File: src/hdl/itoa_pkg.sv
// Shared constants, mode codes and the digit-to-character map for the integer-to-ASCII converter.
package itoa_pkg;

  // Fixed payload widths of the channels
  localparam int unsigned IN_VALUE_W = 32;
  localparam int unsigned MODE_W     = 2;
  localparam int unsigned CHAR_W     = 8;

  // Mode codes; bit 1 of the mode selects hexadecimal
  localparam logic [MODE_W-1:0] MODE_UNSIGNED = 2'd0;
  localparam logic [MODE_W-1:0] MODE_SIGNED   = 2'd1;
  localparam logic [MODE_W-1:0] MODE_HEX      = 2'd2;
  localparam int unsigned       MODE_HEX_BIT  = 1;

  // Characters
  localparam logic [CHAR_W-1:0] ASCII_ZERO  = 8'h30;
  localparam logic [CHAR_W-1:0] ASCII_UPPER = 8'h41;
  localparam logic [CHAR_W-1:0] ASCII_MINUS = 8'h2D;
  localparam logic [3:0]        DEC_BASE    = 4'd10;

  // One digit (0..15) to its ASCII character, uppercase hex letters
  function automatic logic [CHAR_W-1:0] digit_char(input logic [3:0] digit);
    logic [CHAR_W-1:0] ext;
    ext = {4'b0000, digit};
    if (digit < DEC_BASE) begin
      return ASCII_ZERO + ext;
    end else begin
      return ASCII_UPPER + ext - {4'b0000, DEC_BASE};
    end
  endfunction

endpackage

File: src/hdl/itoa_if.sv
// Valid/ready channel interfaces for the number input and the character output.
interface itoa_in_if import itoa_pkg::*; ();
  logic                  valid;
  logic                  ready;
  logic [IN_VALUE_W-1:0] value;
  logic [MODE_W-1:0]     mode;

  modport source (output valid, output value, output mode, input ready);
  modport sink   (input valid, input value, input mode, output ready);
endinterface

interface itoa_out_if import itoa_pkg::*; ();
  logic              valid;
  logic              ready;
  logic [CHAR_W-1:0] ascii_char;
  logic              last;

  modport source (output valid, output ascii_char, output last, input ready);
  modport sink   (input valid, input ascii_char, input last, output ready);
endinterface

File: src/hdl/itoa_bcd_step.sv
// One shift-add-3 step of the binary to BCD conversion over all digits.
module itoa_bcd_step #(
  parameter int unsigned NUM_DIGITS = 10
) (
  input  logic [4*NUM_DIGITS-1:0] digits_i,
  input  logic                    bit_i,
  output logic [4*NUM_DIGITS-1:0] digits_o
);

  localparam int unsigned DW = 4 * NUM_DIGITS;

  logic [DW-1:0] adj;

  // Add 3 to every digit of 5 or more, then shift the next binary bit in
  always_comb begin
    for (int i = 0; i < NUM_DIGITS; i++) begin
      if (digits_i[4*i +: 4] >= 4'd5) begin
        adj[4*i +: 4] = digits_i[4*i +: 4] + 4'd3;
      end else begin
        adj[4*i +: 4] = digits_i[4*i +: 4];
      end
    end
  end

  assign digits_o = {adj[DW-2:0], bit_i};

endmodule

File: src/hdl/integer_to_ascii_digits_top.sv
// Top level: converts one number to a burst of ASCII characters, most significant first.
//
//  channel | dir | transfer when  | payload
//  --------+-----+----------------+---------------------------------------
//  in_i    | in  | valid & ready  | value[31:0], mode[1:0] (0 udec, 1 sdec, 2/3 hex)
//  out_o   | out | valid & ready  | ascii_char[7:0], last (final char of number)
//
// Decimal: accept the number, run VALUE_WIDTH shift-add-3 steps, drop the leading
// zeros of the result, then emit a '-' when negative, followed by the characters.
// Hex skips the BCD loop and goes from accept straight to dropping leading zeros.
// A stalled output holds the sequencer; the next number is taken while the last
// character still waits.
// Reset clears the sequencer and the output valid; no clearing pass.
module integer_to_ascii_digits_top import itoa_pkg::*; #(
  parameter int unsigned VALUE_WIDTH = 32
) (
  input  logic              clk_i,
  input  logic              rst_ni,
  itoa_in_if.sink           in_i,
  itoa_out_if.source        out_o
);

  // Decimal digits of 2^VALUE_WIDTH-1; always at least the hex digit count
  localparam int unsigned NUM_DIGITS = (VALUE_WIDTH * 30103) / 100000 + 1;
  localparam int unsigned DW         = 4 * NUM_DIGITS;
  localparam int unsigned BW         = $clog2(VALUE_WIDTH);
  localparam int unsigned CW         = $clog2(NUM_DIGITS + 1);

  typedef enum logic [4:0] {
    ST_IDLE = 5'b00001,
    ST_CONV = 5'b00010,
    ST_SKIP = 5'b00100,
    ST_SIGN = 5'b01000,
    ST_EMIT = 5'b10000
  } state_e;

  state_e                 state_q, state_d;
  logic [VALUE_WIDTH-1:0] bin_q, bin_d;
  logic [DW-1:0]          digits_q, digits_d;
  logic [BW-1:0]          bits_q, bits_d;
  logic [CW-1:0]          cnt_q, cnt_d;
  logic                   neg_q, neg_d;
  logic                   out_valid_q, out_valid_d;
  logic [CHAR_W-1:0]      out_char_q, out_char_d;
  logic                   out_last_q, out_last_d;

  logic [VALUE_WIDTH-1:0] in_val;
  logic                   in_neg;
  logic                   in_hex;
  logic [DW-1:0]          step_digits;
  logic [3:0]             top_digit;
  logic                   out_free;

  // Input decode
  assign in_val = VALUE_WIDTH'(in_i.value);
  assign in_hex = in_i.mode[MODE_HEX_BIT];
  assign in_neg = (in_i.mode == MODE_SIGNED) && in_val[VALUE_WIDTH-1];

  assign top_digit = digits_q[DW-1 -: 4];
  assign out_free  = !out_valid_q || out_o.ready;

  // Shared BCD step
  itoa_bcd_step #(
    .NUM_DIGITS(NUM_DIGITS)
  ) u_bcd_step (
    .digits_i(digits_q),
    .bit_i   (bin_q[VALUE_WIDTH-1]),
    .digits_o(step_digits)
  );

  // Sequencer
  always_comb begin
    state_d     = state_q;
    bin_d       = bin_q;
    digits_d    = digits_q;
    bits_d      = bits_q;
    cnt_d       = cnt_q;
    neg_d       = neg_q;
    out_valid_d = out_valid_q && !out_o.ready;
    out_char_d  = out_char_q;
    out_last_d  = out_last_q;

    unique case (state_q)
      ST_IDLE: begin
        if (in_i.valid) begin
          neg_d = in_neg && !in_hex;
          cnt_d = CW'(NUM_DIGITS);
          if (in_hex) begin
            digits_d = DW'(in_val);
            state_d  = ST_SKIP;
          end else begin
            bin_d    = in_neg ? (~in_val + VALUE_WIDTH'(1)) : in_val;
            digits_d = '0;
            bits_d   = BW'(VALUE_WIDTH - 1);
            state_d  = ST_CONV;
          end
        end
      end
      ST_CONV: begin
        digits_d = step_digits;
        bin_d    = bin_q << 1;
        bits_d   = bits_q - BW'(1);
        if (bits_q == '0) begin
          state_d = ST_SKIP;
        end
      end
      ST_SKIP: begin
        // Drop leading zeros, keep at least one digit
        if (top_digit == 4'd0 && cnt_q > CW'(1)) begin
          digits_d = digits_q << 4;
          cnt_d    = cnt_q - CW'(1);
        end else begin
          state_d = neg_q ? ST_SIGN : ST_EMIT;
        end
      end
      ST_SIGN: begin
        if (out_free) begin
          out_valid_d = 1'b1;
          out_char_d  = ASCII_MINUS;
          out_last_d  = 1'b0;
          state_d     = ST_EMIT;
        end
      end
      ST_EMIT: begin
        if (out_free) begin
          out_valid_d = 1'b1;
          out_char_d  = digit_char(top_digit);
          out_last_d  = (cnt_q == CW'(1));
          digits_d    = digits_q << 4;
          cnt_d       = cnt_q - CW'(1);
          if (cnt_q == CW'(1)) begin
            state_d = ST_IDLE;
          end
        end
      end
      default: begin
        state_d = ST_IDLE;
      end
    endcase
  end

  // Control registers
  always_ff @(posedge clk_i or negedge rst_ni) begin
    if (!rst_ni) begin
      state_q     <= ST_IDLE;
      out_valid_q <= 1'b0;
    end else begin
      state_q     <= state_d;
      out_valid_q <= out_valid_d;
    end
  end

  // Datapath registers
  always_ff @(posedge clk_i) begin
    bin_q      <= bin_d;
    digits_q   <= digits_d;
    bits_q     <= bits_d;
    cnt_q      <= cnt_d;
    neg_q      <= neg_d;
    out_char_q <= out_char_d;
    out_last_q <= out_last_d;
  end

  assign in_i.ready       = (state_q == ST_IDLE);
  assign out_o.valid      = out_valid_q;
  assign out_o.ascii_char = out_char_q;
  assign out_o.last       = out_last_q;

endmodule
File: src/flat_wrapper.sv
// flat-port wrapper written by rule: the top's interface ports become plain ports
module integer_to_ascii_digits_top_flat import itoa_pkg::*;
#(
  parameter int unsigned VALUE_WIDTH = 32
)
  (clk_i, rst_ni, in_i_valid, in_i_value, in_i_mode, in_i_ready, out_o_valid, out_o_ascii_char, out_o_last, out_o_ready);
  itoa_in_if in_i_i ();
  itoa_out_if out_o_i ();
  input  logic clk_i;
  input  logic rst_ni;
  input wire logic [$bits(in_i_i.valid)-1:0] in_i_valid;
  input wire logic [$bits(in_i_i.value)-1:0] in_i_value;
  input wire logic [$bits(in_i_i.mode)-1:0] in_i_mode;
  output wire logic [$bits(in_i_i.ready)-1:0] in_i_ready;
  output wire logic [$bits(out_o_i.valid)-1:0] out_o_valid;
  output wire logic [$bits(out_o_i.ascii_char)-1:0] out_o_ascii_char;
  output wire logic [$bits(out_o_i.last)-1:0] out_o_last;
  input wire logic [$bits(out_o_i.ready)-1:0] out_o_ready;
  assign in_i_i.valid = in_i_valid;
  assign in_i_i.value = in_i_value;
  assign in_i_i.mode = in_i_mode;
  assign in_i_ready = in_i_i.ready;
  assign out_o_valid = out_o_i.valid;
  assign out_o_ascii_char = out_o_i.ascii_char;
  assign out_o_last = out_o_i.last;
  assign out_o_i.ready = out_o_ready;
  integer_to_ascii_digits_top #(.VALUE_WIDTH(VALUE_WIDTH)) u_core (.clk_i(clk_i), .rst_ni(rst_ni), .in_i(in_i_i), .out_o(out_o_i));
endmodule
File: config.mk
export PLATFORM = sky130hd
export DESIGN_NAME = integer_to_ascii_digits_top_flat
export DESIGN_NICKNAME = d
export VERILOG_FILES = /design/src/hdl/itoa_pkg.sv /design/src/hdl/itoa_if.sv /design/src/hdl/itoa_bcd_step.sv /design/src/hdl/integer_to_ascii_digits_top.sv /design/src/flat_wrapper.sv
export SDC_FILE = /design/constraint.sdc
export NUM_CORES = 1
export LEC_CHECK = 0
export BUFFER_PORTS_ARGS = -buffer_cell sky130_fd_sc_hd__buf_4
export CAP_MARGIN = 10
export CORE_UTILIZATION = 46
export CTS_CLUSTER_DIAMETER = 200
export DETAILED_ROUTE_END_ITERATION = 10
export GPL_TIMING_DRIVEN = 0
export PLACE_DENSITY = 0.65
export SYNTH_ARGS = -nofsm -noshare
export SYNTH_HDL_FRONTEND = slang
export SYNTH_SLANG_ARGS = --single-unit
File: constraint.sdc
create_clock -name clk_i -period 4 [get_ports clk_i]
set_input_delay 0.4 -clock clk_i [delete_from_list [all_inputs] [get_ports clk_i]]
set_output_delay 0.4 -clock clk_i [all_outputs]
set_load 0.02 [all_outputs]
==> reports/qor.csv, run 1 <==
stage,metric,value,unit
outcome,status,"complete, no violations",
yosys,sequential area share after synthesis,0.476,
flow_run,Max-Cap Viols,0,
placed_design,RePlAce Congestion,0.837,
clocking,clk sinks,96,
cells_and_area,"commonest non-fill, non-tap cell in the layout",edfxtp_1,
clocking,post_cts resized,0,
placed_design,area post-placement,6640,um2
cells_and_area,final net count,733,
global_route,pin count of the biggest net entering global routing,22,
global_route,vias in the first global route,4736,
placed_design,DP HPWL,11000,um
cells_and_area,antenna diode count,0,
critical_path,"Worst Path Class, Setup",register to register,
floorplan,row cnt,41,
placed_design,post-place setup slack,0.785,ns
sta,worst slew pin tran,0.974,ns
sta,Final Skew,0.00627,ns
floorplan,Die H,116,um
detailed_routing,DRT iter0 DRCs,458,
floorplan,Die Wd,116,um
clocking,Post-CTS Hold Buffers,1,
critical_path,reg2reg setup slack,0.70,ns
yosys,Post-synth EDFFs,90,
floorplan,I/O Pins,49,
clocking,Clock Pin Slew Worst Setup and Hold Paths,0.07,ns
detailed_routing,WL final,15500,um
critical_path,CP Max Fanout,21,
sta,Max Slew Vio Count,0,
worst_hold_path,Hold Path Depth,2,
detailed_routing,DRC,0,
global_route,first-pass GRT wire length,24200,um
clocking,Max clock buf depth,2,
sta,Setup Viol. Count Final,0,
critical_path,CP arrival,3.36,ns
power_and_ir_drop,switching share of power,0.395,
detailed_routing,DR vias,4908,
yosys,Avg Inst Size Synth,9.85,um2
sta,RSZ-0062 raised after global routing,false,
worst_hold_path,hold path endpoint,u_core.out_o.valid,
sta,final period utilization,0.824,
detailed_routing,Vias per Instance,5.79,
critical_path,type of destination of the critical path,register,
sta,post-route setup TNS,0,ns
global_route,GRT Overall Usage,0.242,
yosys,"Cell Area, Synth",6000,um2
power_and_ir_drop,worst vdd ir,362,uV
cells_and_area,most frequent cells in the layout,"edfxtp_1, nand2_1, buf_4",
global_route,total grt overflow,0,
detailed_routing,number of detailed-route iterations in the first pass,5,
sta,worst rel slew slack,0.346,
power_and_ir_drop,switching pwr,2.02,mW
sta,final worst slack,0.703,ns
critical_path,CP top delay family,simple AND/OR/NAND/NOR gates,
floorplan,initial core utilization,0.473,
floorplan,CORE AREA,12700,um2
critical_path,Crit path top cell by count,nor3_1,
yosys,synthesis-stage register bit count,96,
cells_and_area,ratio of cells with drive above 1 in the final layout,0.135,
critical_path,CP max-delay cell,nor3_1,
sta,Final Hold Fails,0,
worst_hold_path,HP Class,primary input to register,
sta,fin crit period,3.30,ns
sta,worst hold slack,0.245,ns
yosys,Mapped Nets,672,
critical_path,reg2reg path depth,6,
cells_and_area,Finished Cell Area,6970,um2
power_and_ir_drop,sequential share of power,0.390,
yosys,Post-Synthesis Cells,609,
critical_path,Critical Path Source Type,register,
worst_hold_path,worst hold start,out_o_ready,
power_and_ir_drop,Clk pwr share,0.187,
clocking,H-tree depth,3,
yosys,Main synth FF type,edfxtp_1,
critical_path,critical path required time,4.06,ns
clocking,Num CTS Buffers,9,
power_and_ir_drop,Internal Power,3.09,mW
critical_path,"Buf+Inv Stages, Crit Path",2,
clocking,postcts setup bufs,0,
detailed_routing,DR WL/cell,18.3,um
detailed_routing,antenna-violating nets left,0,
floorplan,die area,13500,um2
clocking,worst skew pair latency,0.35,ns
critical_path,cell breakdown of the critical path,"or2_1, nor3_1, clkbuf_1, nor3_1, nor2_4, buf_16",
cells_and_area,Final Util,0.550,
cells_and_area,Finished Layout Cells,847,
placed_design,PortBufs,47,
global_route,initial antenna violation count,0,
placed_design,dpl cells,830,
critical_path,CP Depth,6,
critical_path,Worst path max stage delay,0.76,ns
critical_path,r2r startpoint,u_core.state_q[1],
yosys,distinct cell type count after synthesis,61,
yosys,asr flop ratio synth,0.0625,
cells_and_area,area grow syn2layout,16.2,%
power_and_ir_drop,PwrDens,733,nW/um2
critical_path,worst r2r dst,u_core.digits_q[25],
power_and_ir_drop,Leak,2.51,nW
clocking,CTS tree,built,
yosys,Yosys warnings,0,
sta,fmax,303,MHz
power_and_ir_drop,Gate power share,0.423,
power_and_ir_drop,total power draw,5.11,mW
clocking,Root Buffer,clkbuf_16,
[synthesized netlist by cell type, drive strengths merged (11+ instances only)]
cell | count | share of area
o21ai | 56 | 0.047
nand2b | 14 | 0.015
a21oi | 43 | 0.036
clkbuf | 18 | 0.016
nor3 | 18 | 0.015
nand2 | 73 | 0.047
xor2 | 19 | 0.028
inv | 33 | 0.021
buf | 13 | 0.015
ha | 25 | 0.052
edfxtp | 90 | 0.45
o31ai | 11 | 0.015
xnor2 | 26 | 0.038
a221o | 15 | 0.025
nor2 | 48 | 0.030
[worst register-to-register path: cells and delay by family, from the launching register on]
family	cells	cell delay [ns]
flip-flops	1	0.43
AND/OR/NAND/NOR	4	1.80
buffers and inverters	2	0.76
[logic make-up after synthesis]
| family | Yosys count | synth area share |
|---|---|---|
| simple gates | 209 | 0.170 |
| compound gates | 166 | 0.179 |
| flops | 96 | 0.476 |
| buf+inv | 64 | 0.0517 |
| xor+xnor | 45 | 0.0657 |
| fa+ha+maj | 25 | 0.0521 |
| mux | 3 | 0.00521 |
| other cells | 1 | 0.000625 |
[per-layer routing]
layer  vias up  global-route usage  wire length, um
met5         -                   0                0
met4         0               0.102              223
met3        16              0.0332              863
met2       144               0.388             7390
met1      2394               0.329             7010
li1       2354                   -                -
[registers in the layout, summed over array words and instances, names as in the netlist]
signal,count
u_core.neg_q,1
u_core.bin_q,32
u_core.out_o.ascii_char,7
u_core.bits_q,5
u_core.out_o.valid,1
u_core.state_q,5
u_core.out_o.last,1
u_core.digits_q,40
u_core.cnt_q,4
[layout make-up]
type                            instances  area, um2
Inverter                               33        124
Sequential cell                        96       2850
Fill cell                            1152       5700
Clock buffer                           11        243
Multi-Input combinational cell        449       2850
Timing Repair Buffer                   50        418
Clock inverter                          5       80.1
Buffer                                 31        186
Tap cell                              172        215
[worst max-delay path by stage]
stage / from / to / slack, ns
after floorplan: u_core.state_q[3] / u_core.digits_q[0] / 0.41
after global placement: u_core.state_q[1] / u_core.digits_q[13] / -1.0
after detailed placement: u_core.state_q[1] / u_core.digits_q[21] / 0.79
after CTS: u_core.state_q[1] / u_core.digits_q[20] / 0.78
after global routing: u_core.state_q[1] / u_core.digits_q[21] / 0.52
final: u_core.state_q[1] / u_core.digits_q[25] / 0.70
[power by group through the flow]
stage | Clock [mW] | Combinational [mW] | Sequential, mW
CTS | 0.960 | 2.15 | 1.99
global placement | 0 | 1.93 | 2.02
floorplan | 0 | 1.48 | 1.96
finish | 0.953 | 2.16 | 2.00
detailed placement | 0 | 2.14 | 2.01
global route | 1.00 | 2.41 | 2.04
Note: power is estimated with default switching activity, not from simulation.
==> inputs of run 2 (changes only) <==
--- a/config.mk
+++ b/config.mk
@@ -11,7 +11,7 @@
 export CTS_CLUSTER_DIAMETER = 200
 export DETAILED_ROUTE_END_ITERATION = 10
 export GPL_TIMING_DRIVEN = 0
-export PLACE_DENSITY = 0.65
+export PLACE_DENSITY = 0.63
 export SYNTH_ARGS = -nofsm -noshare
 export SYNTH_HDL_FRONTEND = slang
 export SYNTH_SLANG_ARGS = --single-unit
==> constraint.sdc (replaced) <==
create_clock -name clk_i -period 3.3 [get_ports clk_i]
set_input_delay 0.33 -clock clk_i [delete_from_list [all_inputs] [get_ports clk_i]]
set_output_delay 0.33 -clock clk_i [all_outputs]
set_load 0.02 [all_outputs]
==> run 2 against run 1 <==
  * Worst setup slack got worse by 0.45 ns
  * Critical path depth is 2 higher
  * Die area unchanged
  * Total power rose by 19%
  * Highest routed layer unchanged
  * Final cell count unchanged
  * Maximum frequency rose by 8.4%
  * Sequential share of layout area is 0.23 points higher
  * Via count increased by 0.75%
  * Clock-buffer cell count rose by 3
  * Clock skew shrank 0.00058 ns
  * Global-route usage grew 0.64 points
  * Cell area down 0.56%
==> reports/qor.csv, run 2 (synthesis results as in run 1) <==
stage,metric,value,unit
floorplan,row cnt,41,
global_route,initial antenna violation count,0,
global_route,GRT Overall Usage,0.248,
detailed_routing,DR vias,4945,
critical_path,worst r2r dst,u_core.digits_q[25],
critical_path,CP Max Fanout,21,
clocking,postcts setup bufs,0,
placed_design,PortBufs,47,
critical_path,r2r startpoint,u_core.state_q[3],
global_route,first-pass GRT wire length,24900,um
critical_path,"Worst Path Class, Setup",register to register,
clocking,Clock Pin Slew Worst Setup and Hold Paths,0.06,ns
sta,worst rel slew slack,0.490,
worst_hold_path,HP Class,primary input to register,
sta,post-route setup TNS,0,ns
floorplan,initial core utilization,0.473,
detailed_routing,Vias per Instance,5.84,
sta,fin crit period,3.04,ns
cells_and_area,"commonest non-fill, non-tap cell in the layout",edfxtp_1,
clocking,Root Buffer,clkbuf_16,
detailed_routing,DRT iter0 DRCs,421,
sta,RSZ-0062 raised after global routing,false,
placed_design,RePlAce Congestion,0.844,
power_and_ir_drop,PwrDens,878,nW/um2
cells_and_area,ratio of cells with drive above 1 in the final layout,0.133,
sta,worst slew pin tran,0.766,ns
worst_hold_path,hold path endpoint,u_core.out_o.valid,
critical_path,CP arrival,3.10,ns
floorplan,die area,13500,um2
clocking,Num CTS Buffers,9,
placed_design,area post-placement,6640,um2
cells_and_area,max FFs per register,40,
worst_hold_path,Hold Path Depth,2,
global_route,vias in the first global route,4788,
sta,Max Slew Vio Count,0,
power_and_ir_drop,Leak,2.49,nW
cells_and_area,final net count,733,
floorplan,I/O Pins,49,
sta,fmax,329,MHz
sta,final period utilization,0.922,
critical_path,critical path required time,3.35,ns
floorplan,Die H,116,um
clocking,worst skew pair latency,0.35,ns
critical_path,type of destination of the critical path,register,
sta,Setup Viol. Count Final,0,
clocking,H-tree depth,3,
detailed_routing,DR WL/cell,18.9,um
detailed_routing,number of detailed-route iterations in the first pass,5,
clocking,clk sinks,96,
flow_run,Max-Cap Viols,0,
sta,worst hold slack,0.179,ns
detailed_routing,DRC,0,
clocking,CTS tree,built,
placed_design,DP HPWL,11300,um
floorplan,CORE AREA,12700,um2
detailed_routing,WL final,16000,um
cells_and_area,antenna diode count,0,
detailed_routing,antenna-violating nets left,0,
sta,Final Hold Fails,0,
outcome,status,"complete, no violations",
clocking,Max clock buf depth,2,
cells_and_area,area grow syn2layout,15.6,%
worst_hold_path,worst hold start,out_o_ready,
global_route,pin count of the biggest net entering global routing,22,
cells_and_area,FILL cells,1124,
power_and_ir_drop,worst vdd ir,545,uV
sta,Final Skew,0.00569,ns
critical_path,Critical Path Source Type,register,
cells_and_area,Top reg by flops,u_core.digits_q,
cells_and_area,Finished Cell Area,6940,um2
critical_path,reg2reg setup slack,0.26,ns
global_route,total grt overflow,0,
cells_and_area,most frequent cells in the layout,"edfxtp_1, nand2_1, buf_4",
floorplan,Die Wd,116,um
critical_path,reg2reg path depth,8,
-- run 2: changes by cell type in the layout (fill, tap and decap cells not counted), sizes merged --
cell,change
bufinv,-2
clkbuf,+3
clkinv,-1
-- run 2: where the power goes --
part	internal, mW	switching [mW]	leakage, nW	total, mW
clock network	0.554	0.461	0.129	1.02
registers	2.06	0.364	0.910	2.43
logic	1.00	1.65	1.45	2.65
-- run 2: worst max path at each step --
stage                      start  depth (start not counted)                  end  slack (ns)
2_1_floorplan  u_core.state_q[3]                          7   u_core.digits_q[0]        0.37
3_3_place_gp   u_core.state_q[1]                          5  u_core.digits_q[12]       -0.74
3_5_place_dp   u_core.state_q[1]                          6  u_core.digits_q[20]        0.14
4_1_cts        u_core.state_q[1]                          6  u_core.digits_q[21]        0.11
5_1_grt        u_core.state_q[3]                          8  u_core.digits_q[24]        0.09
6_report       u_core.state_q[3]                          8  u_core.digits_q[25]        0.26
-- run 2: area by class of cell --
cell class                 count  area (um2)  area share
clock inverter                 2        15.0     0.00216
sequential                    96        2850       0.412
timing repair buffer          50         418      0.0603
tap                          172         215      0.0310
clock buffer                  14         264      0.0381
inverter                      33         124      0.0179
buffer                        31         186      0.0269
multi-input combinational    449        2860       0.412
-- run 2: worst max-delay path, cell delays in order (launching register included) --
cell and delay, ns:
dfrtp_1 0.35, buf_2 0.17, nor3_1 0.29, and3b_1 0.27, buf_2 0.24, clkbuf_1 0.44
nor3_1 0.17, nor2_4 0.57, buf_16 0.25
-- run 2: layer usage --
| layer | wire length (um) | up-vias | track usage |
|---|---|---|---|
| li1 | - | 2349 | - |
| met1 | 7110 | 2385 | 0.338 |
| met2 | 7590 | 190 | 0.402 |
| met3 | 991 | 21 | 0.0301 |
| met4 | 300 | 0 | 0.102 |
| met5 | 0 | - | 0 |
-- run 2: repair_timing --
action                                  4_1_cts  5_1_grt
endpoints found under the setup margin        0       21
hold endpoints to repair                      6        0
gates resized for setup                       0        1
hold buffers                                  1        0
-- run 2: per-stage QoR --
step	power, mW	instances	setup WS (ns)	util
5_1_grt	6.46	847	0.0892	0.547
4_1_cts	6.07	847	0.113	0.547
3_3_place_gp	4.82	828	-0.737	0.519
6_report	6.09	847	0.257	0.547
2_1_floorplan	4.16	609	0.370	-
3_5_place_dp	5.05	830	0.139	0.524
